## config.mk

```make
export PLATFORM = sky130hd
export DESIGN_NAME = pin_irq_registration_dispatch
export DESIGN_NICKNAME = d
export VERILOG_FILES = /design/src/rtl/pird_pkg.sv /design/src/rtl/pird_ctrl.sv /design/src/rtl/pird_datapath.sv /design/src/rtl/pin_irq_registration_dispatch.sv
export SDC_FILE = /design/constraint.sdc
export NUM_CORES = 2
export LEC_CHECK = 0
export ABC_AREA = 1
export BUFFER_PORTS_ARGS = -buffer_cell sky130_fd_sc_hd__buf_2
export CAP_MARGIN = 20
export CORE_ASPECT_RATIO = 1.75
export CORE_MARGIN = 3
export CORE_UTILIZATION = 43
export CTS_CLUSTER_SIZE = 20
export DETAILED_ROUTE_END_ITERATION = 12
export HOLD_SLACK_MARGIN = 0.03
export PLACE_DENSITY = 0.6
export SLEW_MARGIN = 30
export SYNTH_ARGS = -nofsm -noshare
export SYNTH_HDL_FRONTEND = slang
export SYNTH_SLANG_ARGS = --single-unit
```

## constraint.sdc

```tcl
create_clock -name clk -period 20.9 [get_ports clk]
set_input_delay 1.045 -clock clk [delete_from_list [all_inputs] [get_ports clk]]
set_output_delay 1.045 -clock clk [all_outputs]
set_load 0.005 [all_outputs]
```

## src/rtl/pird_pkg.sv

```systemverilog
// ----------------------------------------------------------------------------
// Pin IRQ registration and dispatch package
// Shared widths, codes, state encoding and controller/datapath interfaces.
// ----------------------------------------------------------------------------
package pird_pkg;

    // Default geometry handed down from the top level.
    localparam int PORT_COUNT_DEF    = 5;
    localparam int PINS_PER_PORT_DEF = 32;

    // Fixed field widths of the transaction payloads.
    localparam int PORT_W  = 3;
    localparam int PIN_W   = 5;
    localparam int MODE_W  = 2;
    localparam int FLAGS_W = 32;
    localparam int CODE_W  = 4;

    // Operation codes.
    localparam logic OP_CONFIGURE = 1'b0;
    localparam logic OP_SERVICE   = 1'b1;

    // Edge modes.
    localparam logic [MODE_W-1:0] MODE_DISABLE = 2'd0;
    localparam logic [MODE_W-1:0] MODE_RISING  = 2'd1;
    localparam logic [MODE_W-1:0] MODE_FALLING = 2'd2;
    localparam logic [MODE_W-1:0] MODE_BOTH    = 2'd3;

    // Interrupt configuration codes.
    localparam logic [CODE_W-1:0] CODE_OFF     = 4'b0000;
    localparam logic [CODE_W-1:0] CODE_RISING  = 4'b1001;
    localparam logic [CODE_W-1:0] CODE_FALLING = 4'b1010;
    localparam logic [CODE_W-1:0] CODE_BOTH    = 4'b1011;

    // Controller states.
    typedef enum logic [2:0] {
        ST_IDLE,
        ST_SCAN_RD,
        ST_SCAN_CHK,
        ST_SHIFT_RD,
        ST_SHIFT_WR,
        ST_FINISH
    } pird_state_t;

    // Commands from the controller to the datapath.
    typedef struct packed {
        logic load_item;
        logic mem_rd;
        logic idx_inc;
        logic set_hit;
        logic append;
        logic shift_wr;
        logic len_dec;
        logic load_result;
    } pird_cmd_t;

    // Status from the datapath to the controller.
    typedef struct packed {
        logic op;
        logic mode_off;
        logic in_range;
        logic scan_end;
        logic match;
        logic full;
        logic out_free;
    } pird_status_t;

    // Maps an edge mode to its interrupt configuration code.
    function automatic logic [CODE_W-1:0] edge_code_of(input logic [MODE_W-1:0] m);
        logic [CODE_W-1:0] c;
        case (m)
            MODE_DISABLE: c = CODE_OFF;
            MODE_RISING:  c = CODE_RISING;
            MODE_FALLING: c = CODE_FALLING;
            default:      c = CODE_BOTH;
        endcase
        return c;
    endfunction

endpackage

```

## src/rtl/pird_ctrl.sv

```systemverilog
// ----------------------------------------------------------------------------
// Pin IRQ registration and dispatch controller
// Sequences the list scan, the append, and the compaction after a removal.
// ----------------------------------------------------------------------------
module pird_ctrl (
    input  logic                  clk,
    input  logic                  rst_n,
    input  logic                  in_valid,
    output logic                  in_stall,
    input  pird_pkg::pird_status_t status,
    output pird_pkg::pird_cmd_t    cmd
);
    import pird_pkg::*;

    pird_state_t state_reg;
    pird_state_t state_next;

    // State register.
    always_ff @(posedge clk or negedge rst_n)
    begin
        if (!rst_n)
        begin
            state_reg <= ST_IDLE;
        end
        else
        begin
            state_reg <= state_next;
        end
    end

    // Next-state logic.
    always_comb
    begin
        state_next = state_reg;
        unique case (state_reg)
            ST_IDLE:
            begin
                if (in_valid)
                begin
                    state_next = ST_SCAN_RD;
                end
            end
            ST_SCAN_RD:
            begin
                if (!status.in_range || status.scan_end)
                begin
                    state_next = ST_FINISH;
                end
                else
                begin
                    state_next = ST_SCAN_CHK;
                end
            end
            ST_SCAN_CHK:
            begin
                if (!status.match)
                begin
                    state_next = ST_SCAN_RD;
                end
                else if (status.op == OP_CONFIGURE && status.mode_off)
                begin
                    state_next = ST_SHIFT_RD;
                end
                else
                begin
                    state_next = ST_FINISH;
                end
            end
            ST_SHIFT_RD:
            begin
                if (status.scan_end)
                begin
                    state_next = ST_FINISH;
                end
                else
                begin
                    state_next = ST_SHIFT_WR;
                end
            end
            ST_SHIFT_WR:
            begin
                state_next = ST_SHIFT_RD;
            end
            ST_FINISH:
            begin
                if (status.out_free)
                begin
                    state_next = ST_IDLE;
                end
            end
            default:
            begin
                state_next = ST_IDLE;
            end
        endcase
    end

    // Command outputs.
    always_comb
    begin
        cmd      = '0;
        in_stall = 1'b1;
        unique case (state_reg)
            ST_IDLE:
            begin
                in_stall      = 1'b0;
                cmd.load_item = in_valid;
            end
            ST_SCAN_RD:
            begin
                if (status.in_range && !status.scan_end)
                begin
                    cmd.mem_rd = 1'b1;
                end
                else if (status.in_range && status.op == OP_CONFIGURE &&
                         !status.mode_off && !status.full)
                begin
                    // Pin not listed yet and room left: put it at the tail.
                    cmd.append = 1'b1;
                end
            end
            ST_SCAN_CHK:
            begin
                if (status.match)
                begin
                    cmd.set_hit = 1'b1;
                end
                // On a removal the shift starts at the entry after the match.
                cmd.idx_inc = 1'b1;
            end
            ST_SHIFT_RD:
            begin
                if (status.scan_end)
                begin
                    cmd.len_dec = 1'b1;
                end
                else
                begin
                    cmd.mem_rd = 1'b1;
                end
            end
            ST_SHIFT_WR:
            begin
                cmd.shift_wr = 1'b1;
                cmd.idx_inc  = 1'b1;
            end
            ST_FINISH:
            begin
                cmd.load_result = status.out_free;
            end
            default:
            begin
                cmd = '0;
            end
        endcase
    end

endmodule

```

## src/rtl/pird_datapath.sv

```systemverilog
// ----------------------------------------------------------------------------
// Pin IRQ registration and dispatch datapath
// Holds the per-port pin lists, their lengths, the scan index and the result.
// ----------------------------------------------------------------------------
module pird_datapath #(
    parameter int PORT_COUNT    = pird_pkg::PORT_COUNT_DEF,
    parameter int PINS_PER_PORT = pird_pkg::PINS_PER_PORT_DEF
) (
    input  logic                          clk,
    input  logic                          rst_n,
    input  logic                          op,
    input  logic [pird_pkg::PORT_W-1:0]   port,
    input  logic [pird_pkg::PIN_W-1:0]    pin,
    input  logic [pird_pkg::MODE_W-1:0]   mode,
    input  logic [pird_pkg::FLAGS_W-1:0]  pending_flags,
    input  logic                          out_stall,
    output logic                          out_valid,
    output logic [pird_pkg::CODE_W-1:0]   edge_code,
    output logic                          code_valid,
    output logic                          found,
    output logic [pird_pkg::PIN_W-1:0]    pending_pin,
    input  pird_pkg::pird_cmd_t           cmd,
    output pird_pkg::pird_status_t        status
);
    import pird_pkg::*;

    localparam int PW    = (PORT_COUNT > 1) ? $clog2(PORT_COUNT) : 1;
    localparam int IW    = (PINS_PER_PORT > 1) ? $clog2(PINS_PER_PORT) : 1;
    localparam int LW    = $clog2(PINS_PER_PORT + 1);
    localparam int AW    = PW + IW;
    localparam int DEPTH = 1 << AW;

    // Latched item.
    logic                op_reg;
    logic [PORT_W-1:0]   port_reg;
    logic [PIN_W-1:0]    pin_reg;
    logic [MODE_W-1:0]   mode_reg;
    logic [FLAGS_W-1:0]  flags_reg;

    // Scan state.
    logic [LW-1:0]       idx_reg;
    logic                hit_reg;
    logic [PIN_W-1:0]    hit_pin_reg;
    logic [PIN_W-1:0]    rd_data_reg;

    // List storage.
    logic [LW-1:0]       len_reg [PORT_COUNT];
    logic [PIN_W-1:0]    mem [DEPTH];

    // Result register.
    logic                out_valid_reg;
    logic [CODE_W-1:0]   edge_code_reg;
    logic                code_valid_reg;
    logic                found_reg;
    logic [PIN_W-1:0]    pending_pin_reg;

    logic                port_ok;
    logic                pin_ok;
    logic [PW-1:0]       port_sel;
    logic [LW-1:0]       cur_len;
    logic [LW-1:0]       idx_m1;
    logic [AW-1:0]       rd_addr;
    logic [AW-1:0]       wr_addr;
    logic                wr_en;
    logic [PIN_W-1:0]    wr_data;

    // Range checks and the current port's length.
    assign port_ok  = ({1'b0, port_reg} < (PORT_W + 1)'(PORT_COUNT));
    assign pin_ok   = ({1'b0, pin_reg} < (PIN_W + 1)'(PINS_PER_PORT));
    assign port_sel = port_reg[PW-1:0];
    assign cur_len  = port_ok ? len_reg[port_sel] : '0;
    assign idx_m1   = idx_reg - LW'(1);

    // Memory addressing: one read port, one write port.
    assign rd_addr = {port_sel, idx_reg[IW-1:0]};
    assign wr_en   = cmd.append | cmd.shift_wr;
    assign wr_addr = cmd.append ? {port_sel, cur_len[IW-1:0]} : {port_sel, idx_m1[IW-1:0]};
    assign wr_data = cmd.append ? pin_reg : rd_data_reg;

    // Status toward the controller.
    always_comb
    begin
        status.op       = op_reg;
        status.mode_off = (mode_reg == MODE_DISABLE);
        status.in_range = port_ok && (op_reg == OP_SERVICE || pin_ok);
        status.scan_end = (idx_reg >= cur_len);
        status.match    = (op_reg == OP_SERVICE) ? flags_reg[rd_data_reg]
                                                 : (rd_data_reg == pin_reg);
        status.full     = (cur_len == LW'(PINS_PER_PORT));
        status.out_free = !out_valid_reg || !out_stall;
    end

    // Item capture, scan index and hit tracking.
    always_ff @(posedge clk)
    begin
        if (cmd.load_item)
        begin
            op_reg    <= op;
            port_reg  <= port;
            pin_reg   <= pin;
            mode_reg  <= mode;
            flags_reg <= pending_flags;
        end
        if (cmd.load_item)
        begin
            idx_reg <= '0;
        end
        else if (cmd.idx_inc)
        begin
            idx_reg <= idx_reg + LW'(1);
        end
        if (cmd.load_item)
        begin
            hit_reg <= 1'b0;
        end
        else if (cmd.set_hit)
        begin
            hit_reg     <= 1'b1;
            hit_pin_reg <= rd_data_reg;
        end
    end

    // Pin list memory with registered read.
    always_ff @(posedge clk)
    begin
        if (wr_en)
        begin
            mem[wr_addr] <= wr_data;
        end
        if (cmd.mem_rd)
        begin
            rd_data_reg <= mem[rd_addr];
        end
    end

    // List lengths.
    always_ff @(posedge clk or negedge rst_n)
    begin
        if (!rst_n)
        begin
            for (int i = 0; i < PORT_COUNT; i++)
            begin
                len_reg[i] <= '0;
            end
        end
        else if (port_ok)
        begin
            if (cmd.append)
            begin
                len_reg[port_sel] <= cur_len + LW'(1);
            end
            else if (cmd.len_dec)
            begin
                len_reg[port_sel] <= cur_len - LW'(1);
            end
        end
    end

    // Output valid flag.
    always_ff @(posedge clk or negedge rst_n)
    begin
        if (!rst_n)
        begin
            out_valid_reg <= 1'b0;
        end
        else if (cmd.load_result)
        begin
            out_valid_reg <= 1'b1;
        end
        else if (!out_stall)
        begin
            out_valid_reg <= 1'b0;
        end
    end

    // Output payload.
    always_ff @(posedge clk)
    begin
        if (cmd.load_result)
        begin
            if (op_reg == OP_CONFIGURE)
            begin
                edge_code_reg   <= edge_code_of(mode_reg);
                code_valid_reg  <= 1'b1;
                found_reg       <= 1'b0;
                pending_pin_reg <= '0;
            end
            else
            begin
                edge_code_reg   <= CODE_OFF;
                code_valid_reg  <= 1'b0;
                found_reg       <= hit_reg;
                pending_pin_reg <= hit_reg ? hit_pin_reg : '0;
            end
        end
    end

    assign out_valid   = out_valid_reg;
    assign edge_code   = edge_code_reg;
    assign code_valid  = code_valid_reg;
    assign found       = found_reg;
    assign pending_pin = pending_pin_reg;

endmodule

```

## src/rtl/pin_irq_registration_dispatch.sv

```systemverilog
// ----------------------------------------------------------------------------
// Pin IRQ registration and dispatch
// Keeps an ordered list of enabled pins per port and finds the pin to serve.
// ----------------------------------------------------------------------------
// Usage:
//   The input channel (in_valid/in_stall) carries one transaction per item:
//   a configure (op 0) enables or disables a pin's interrupt and returns its
//   edge code; a service (op 1) brings a port's pending flags and returns the
//   first listed pin whose flag is set. Each item yields exactly one result
//   transaction on out_valid/out_stall.
//   Scan, with n the port's list length: each entry is read through the
//   single read port of the list memory and then checked. An item that
//   finds no hit walks the whole list; a service or an enable stops at
//   the first hit, in slot s; a disable that hits slot s moves the n - s - 1
//   entries behind it one slot lower, each read and then written.
//   Out-of-range items skip the scan. One item is in work at a time; the
//   next one is accepted once the current result is registered.
//   The result register is held while out_stall is high; a finished item
//   waits until the register is free, and the input stays stalled meanwhile.
//   Reset empties every list by clearing the list lengths.
// ----------------------------------------------------------------------------
module pin_irq_registration_dispatch #(
    parameter int PORT_COUNT    = pird_pkg::PORT_COUNT_DEF,
    parameter int PINS_PER_PORT = pird_pkg::PINS_PER_PORT_DEF
) (
    input  logic                          clk,
    input  logic                          rst_n,
    input  logic                          in_valid,
    output logic                          in_stall,
    input  logic                          op,
    input  logic [pird_pkg::PORT_W-1:0]   port,
    input  logic [pird_pkg::PIN_W-1:0]    pin,
    input  logic [pird_pkg::MODE_W-1:0]   mode,
    input  logic [pird_pkg::FLAGS_W-1:0]  pending_flags,
    output logic                          out_valid,
    input  logic                          out_stall,
    output logic [pird_pkg::CODE_W-1:0]   edge_code,
    output logic                          code_valid,
    output logic                          found,
    output logic [pird_pkg::PIN_W-1:0]    pending_pin
);
    import pird_pkg::*;

    pird_cmd_t    cmd;
    pird_status_t status;

    // Sequencer.
    pird_ctrl u_ctrl (
        .clk      (clk),
        .rst_n    (rst_n),
        .in_valid (in_valid),
        .in_stall (in_stall),
        .status   (status),
        .cmd      (cmd)
    );

    // Lists, scan and result registers.
    pird_datapath #(
        .PORT_COUNT    (PORT_COUNT),
        .PINS_PER_PORT (PINS_PER_PORT)
    ) u_datapath (
        .clk           (clk),
        .rst_n         (rst_n),
        .op            (op),
        .port          (port),
        .pin           (pin),
        .mode          (mode),
        .pending_flags (pending_flags),
        .out_stall     (out_stall),
        .out_valid     (out_valid),
        .edge_code     (edge_code),
        .code_valid    (code_valid),
        .found         (found),
        .pending_pin   (pending_pin),
        .cmd           (cmd),
        .status        (status)
    );

endmodule
```

==> results.cfg <==
[power]
irDropWorstVdd_mv = 0.138
p_leak_nw = 20.7
p_per_area_mw_per_mm2 = 142

[grt]
grt_pass1_wl_um = 241000
globalRouteOverflowTotal = 0
antenna_found_initial = 12
grt_pass1_vias = 37100
track_usage_pct = 23.9
grt_max_degree = 224

[run_status]
status = finished, final reports clean

[routing]
via_per_inst = 5.71
final_antenna_net_count = 0
post_drt_wl_per_cell_um = 25.1
wl_um = 165000
num_vias = 37500
firstDrtPassIters = 6
drt_iter0_markers = 3435
drcViolationCount = 0

[synthesis]
synthesis.area_sq_mm = 0.0567
ys.flop_type = edfxtp_1
yosys-top-cells-count = 1343 x edfxtp_1, 1046 x nor2_1, 701 x nand2_1, 683 x o21ai_0, 237 x clkbuf_1
synthTopCellsByArea = edfxtp_1 71%, nor2_1 6.9%, o21ai_0 6.0%, nand2_1 4.6%, o22ai_1 2.1%
synth-warning-count = 0
netlist.area_leader.share_pct = 71.1
synth_top_family_by_area = simple AND/OR/NAND/NOR gates
synth_compound_area_share_pct = 9.18
synthAdderAreaFrac_pct = 0.221
ys_ff_latch = 1384
synth-simple-area-share_pct = 14.7
synth_xor_area_share_pct = 0.139
synth_nets = 4906
synth_top_area_cell = edfxtp_1
muxShareOfSynthArea_pct = 0
synth_seq_area_share_pct = 72.9
syn_area_per_cell_sq_um = 11.7
synth.most_common_cell = edfxtp_1
synth_cells = 4849
async_flop_share_pct = 2.46
synth_edf_count = 1343
ys_types = 42

[final_layout]
areaGrowthSynthToFinish_pct = 10.2
regArea_sq_mm = 0.0413
largest_reg_flops = 1280
final_area_sq_mm = 0.0625
layoutNonFillerInstCount = 6563
nFillCells = 11600
drive_gt1_share_pct = 7.29
nets = 4828
multiInputGateArea_sq_mm = 0.0139

[clock_network]
cts_resized = 0
cts_tree = done
cts-root-buf = clkbuf_16
cts_sinks = 1384
hold_buffers = 0
cts_buffer_depth = 3
clk_pin_slew_ns = 0.07
numCtsBuffers = 114
htree_levels = 3
postCtsSetupBuffers = 0
clk_latency_ns = 0.75

[sta]
timing.final.crit_share_pct = 34.1
finalSetupViolCount = 0
finalClockSkew_ns = 0.0311
tns_ns = 0
grt_setup_unrepaired = false
tightest_slew_ns = 1.05
timing.fmax_ghz = 0.140
period_minus_slack_ns = 7.12
hold_viol = 0
slew_headroom_pct = 30.2
finalMaxSlewViolations = 0

[critical_path]
critPathMaxStageDelay_ns = 0.78
cp_max_fo = 63
required_ns = 21.31
critPathKind = reg -> reg
crit_top_cell = nand2_1
crit_slowest_cell = buf_4
worstSetupEndpointType = flip-flop
crit_path_cell_trace = buf_4 > inv_2 > nor2_4 > nand2_1 > nand3_1 > nor2_1 > inv_1 > ha_1 > o21ai_0 > nand2_1 > nand2_1 > nand2_1 > nand4_1 > inv_2 > nand2_2 > inv_1 > o21ai_4 > buf_4 > buf_4
start_kind = flip-flop
path_delay_family = buffers and inverters
path_buf_inv = 7
worstPathArrival_ns = 7.53

[place]
hpwl_um = 99200
gp_congestion = 0.930
dp_cells = 6335
placed_area_sq_mm = 0.0585
port_buffers = 58

[die]
io_pins = 60
rows = 175
die_area_sq_mm = 0.136
core_sq_mm = 0.131
die_h_um = 486
fp.dieW_um = 281
start_util_pct = 43.5

[run]
max_cap_viol_count = 0

[worst_hold_path]
hold_class = in -> async
## path summary, 6_finish.rpt
check / end / startpoint / slack, ns / cells after the start
max reg2reg: u_datapath.mem[13][0] / u_datapath.port_reg[0] / 13.78 / 19
min in group clk: u_datapath.flags_reg[21] / pending_flags[21] / 0.47 / 1
max: u_datapath.mem[13][0] / u_datapath.port_reg[0] / 13.78 / 19
min: u_datapath.len_reg[3] / rst_n / 0.29 / 1
min reg2reg: u_datapath.len_reg[9] / u_datapath.len_reg[9] / 0.48 / 2
max in group asynchronous: u_datapath.out_valid / rst_n / 20.22 / 1
## worst register-to-register path, stage by stage (launching register included)
cell	delay, ns
edfxtp_1	0.48
buf_4	0.58
inv_2	0.59
nor2_4	0.41
nand2_1	0.10
nand3_1	0.08
nor2_1	0.08
inv_1	0.33
ha_1	0.31
o21ai_0	0.16
nand2_1	0.09
nand2_1	0.12
nand2_1	0.08
nand4_1	0.10
inv_2	0.10
nand2_2	0.64
inv_1	0.62
o21ai_4	0.33
buf_4	0.62
buf_4	0.93
## layout by cell type (no fill, tap or decap), drive strengths merged, types with 34 or more instances in the layout
cell and count:
a21oi 97, clkinv 54, clkbuf 136, nand3 207, o21ai 688, o22ai 191, inv 112, nand2 719
dfrtp 34, nor2 1065, buf 109, edfxtp 1343, nand4 45
## report_power, final
part           switching, mW  internal [mW]
Clock                   1.00           1.25
Sequential            0.0796           3.55
Combinational           2.35          0.666
## stage by stage
| stage | hold slack [ns] | setup WS, ns | total power [mW] | util, % |
|---|---|---|---|---|
| global route | 0.301 | 13.42 | 9.30 | 47.9 |
| detailed placement | 0.462 | 13.95 | 6.69 | 44.8 |
| finish | 0.286 | 13.78 | 8.89 | 47.9 |
| CTS | 0.420 | 13.90 | 8.93 | 47.8 |
| floorplan | 0.424 | 5.91 | 5.75 | - |
| global placement | 0.457 | 13.60 | 6.69 | 44.8 |
## metal layers
layer  routed length, um  global-route usage (%)
met2               84900                    42.0
met3                9870                    3.17
met1               58500                    27.3
met4               11800                    15.7
met5                   0                       0
## logic make-up after synthesis
family / after synthesis
AND/OR/NAND/NOR: 2050
adder cells (fa/ha/maj): 10
XOR/XNOR: 9
AO/OA/AOI/OAI: 985
other: 1
buffers and inverters: 410
flip-flops: 1384
## area by class of cell
| cell class | count | share of cell area [%] |
|---|---|---|
| Sequential cell | 1384 | 66.1 |
| Multi-Input combinational cell | 3055 | 22.2 |
| Clock buffer | 136 | 4.76 |
| Tap cell | 1681 | 3.37 |
| Clock inverter | 81 | 1.55 |
| Timing Repair Buffer | 109 | 1.31 |
| Inverter | 107 | 0.669 |
| Antenna cell | 10 | 0.0400 |
Power figures use the tool's default switching activity.
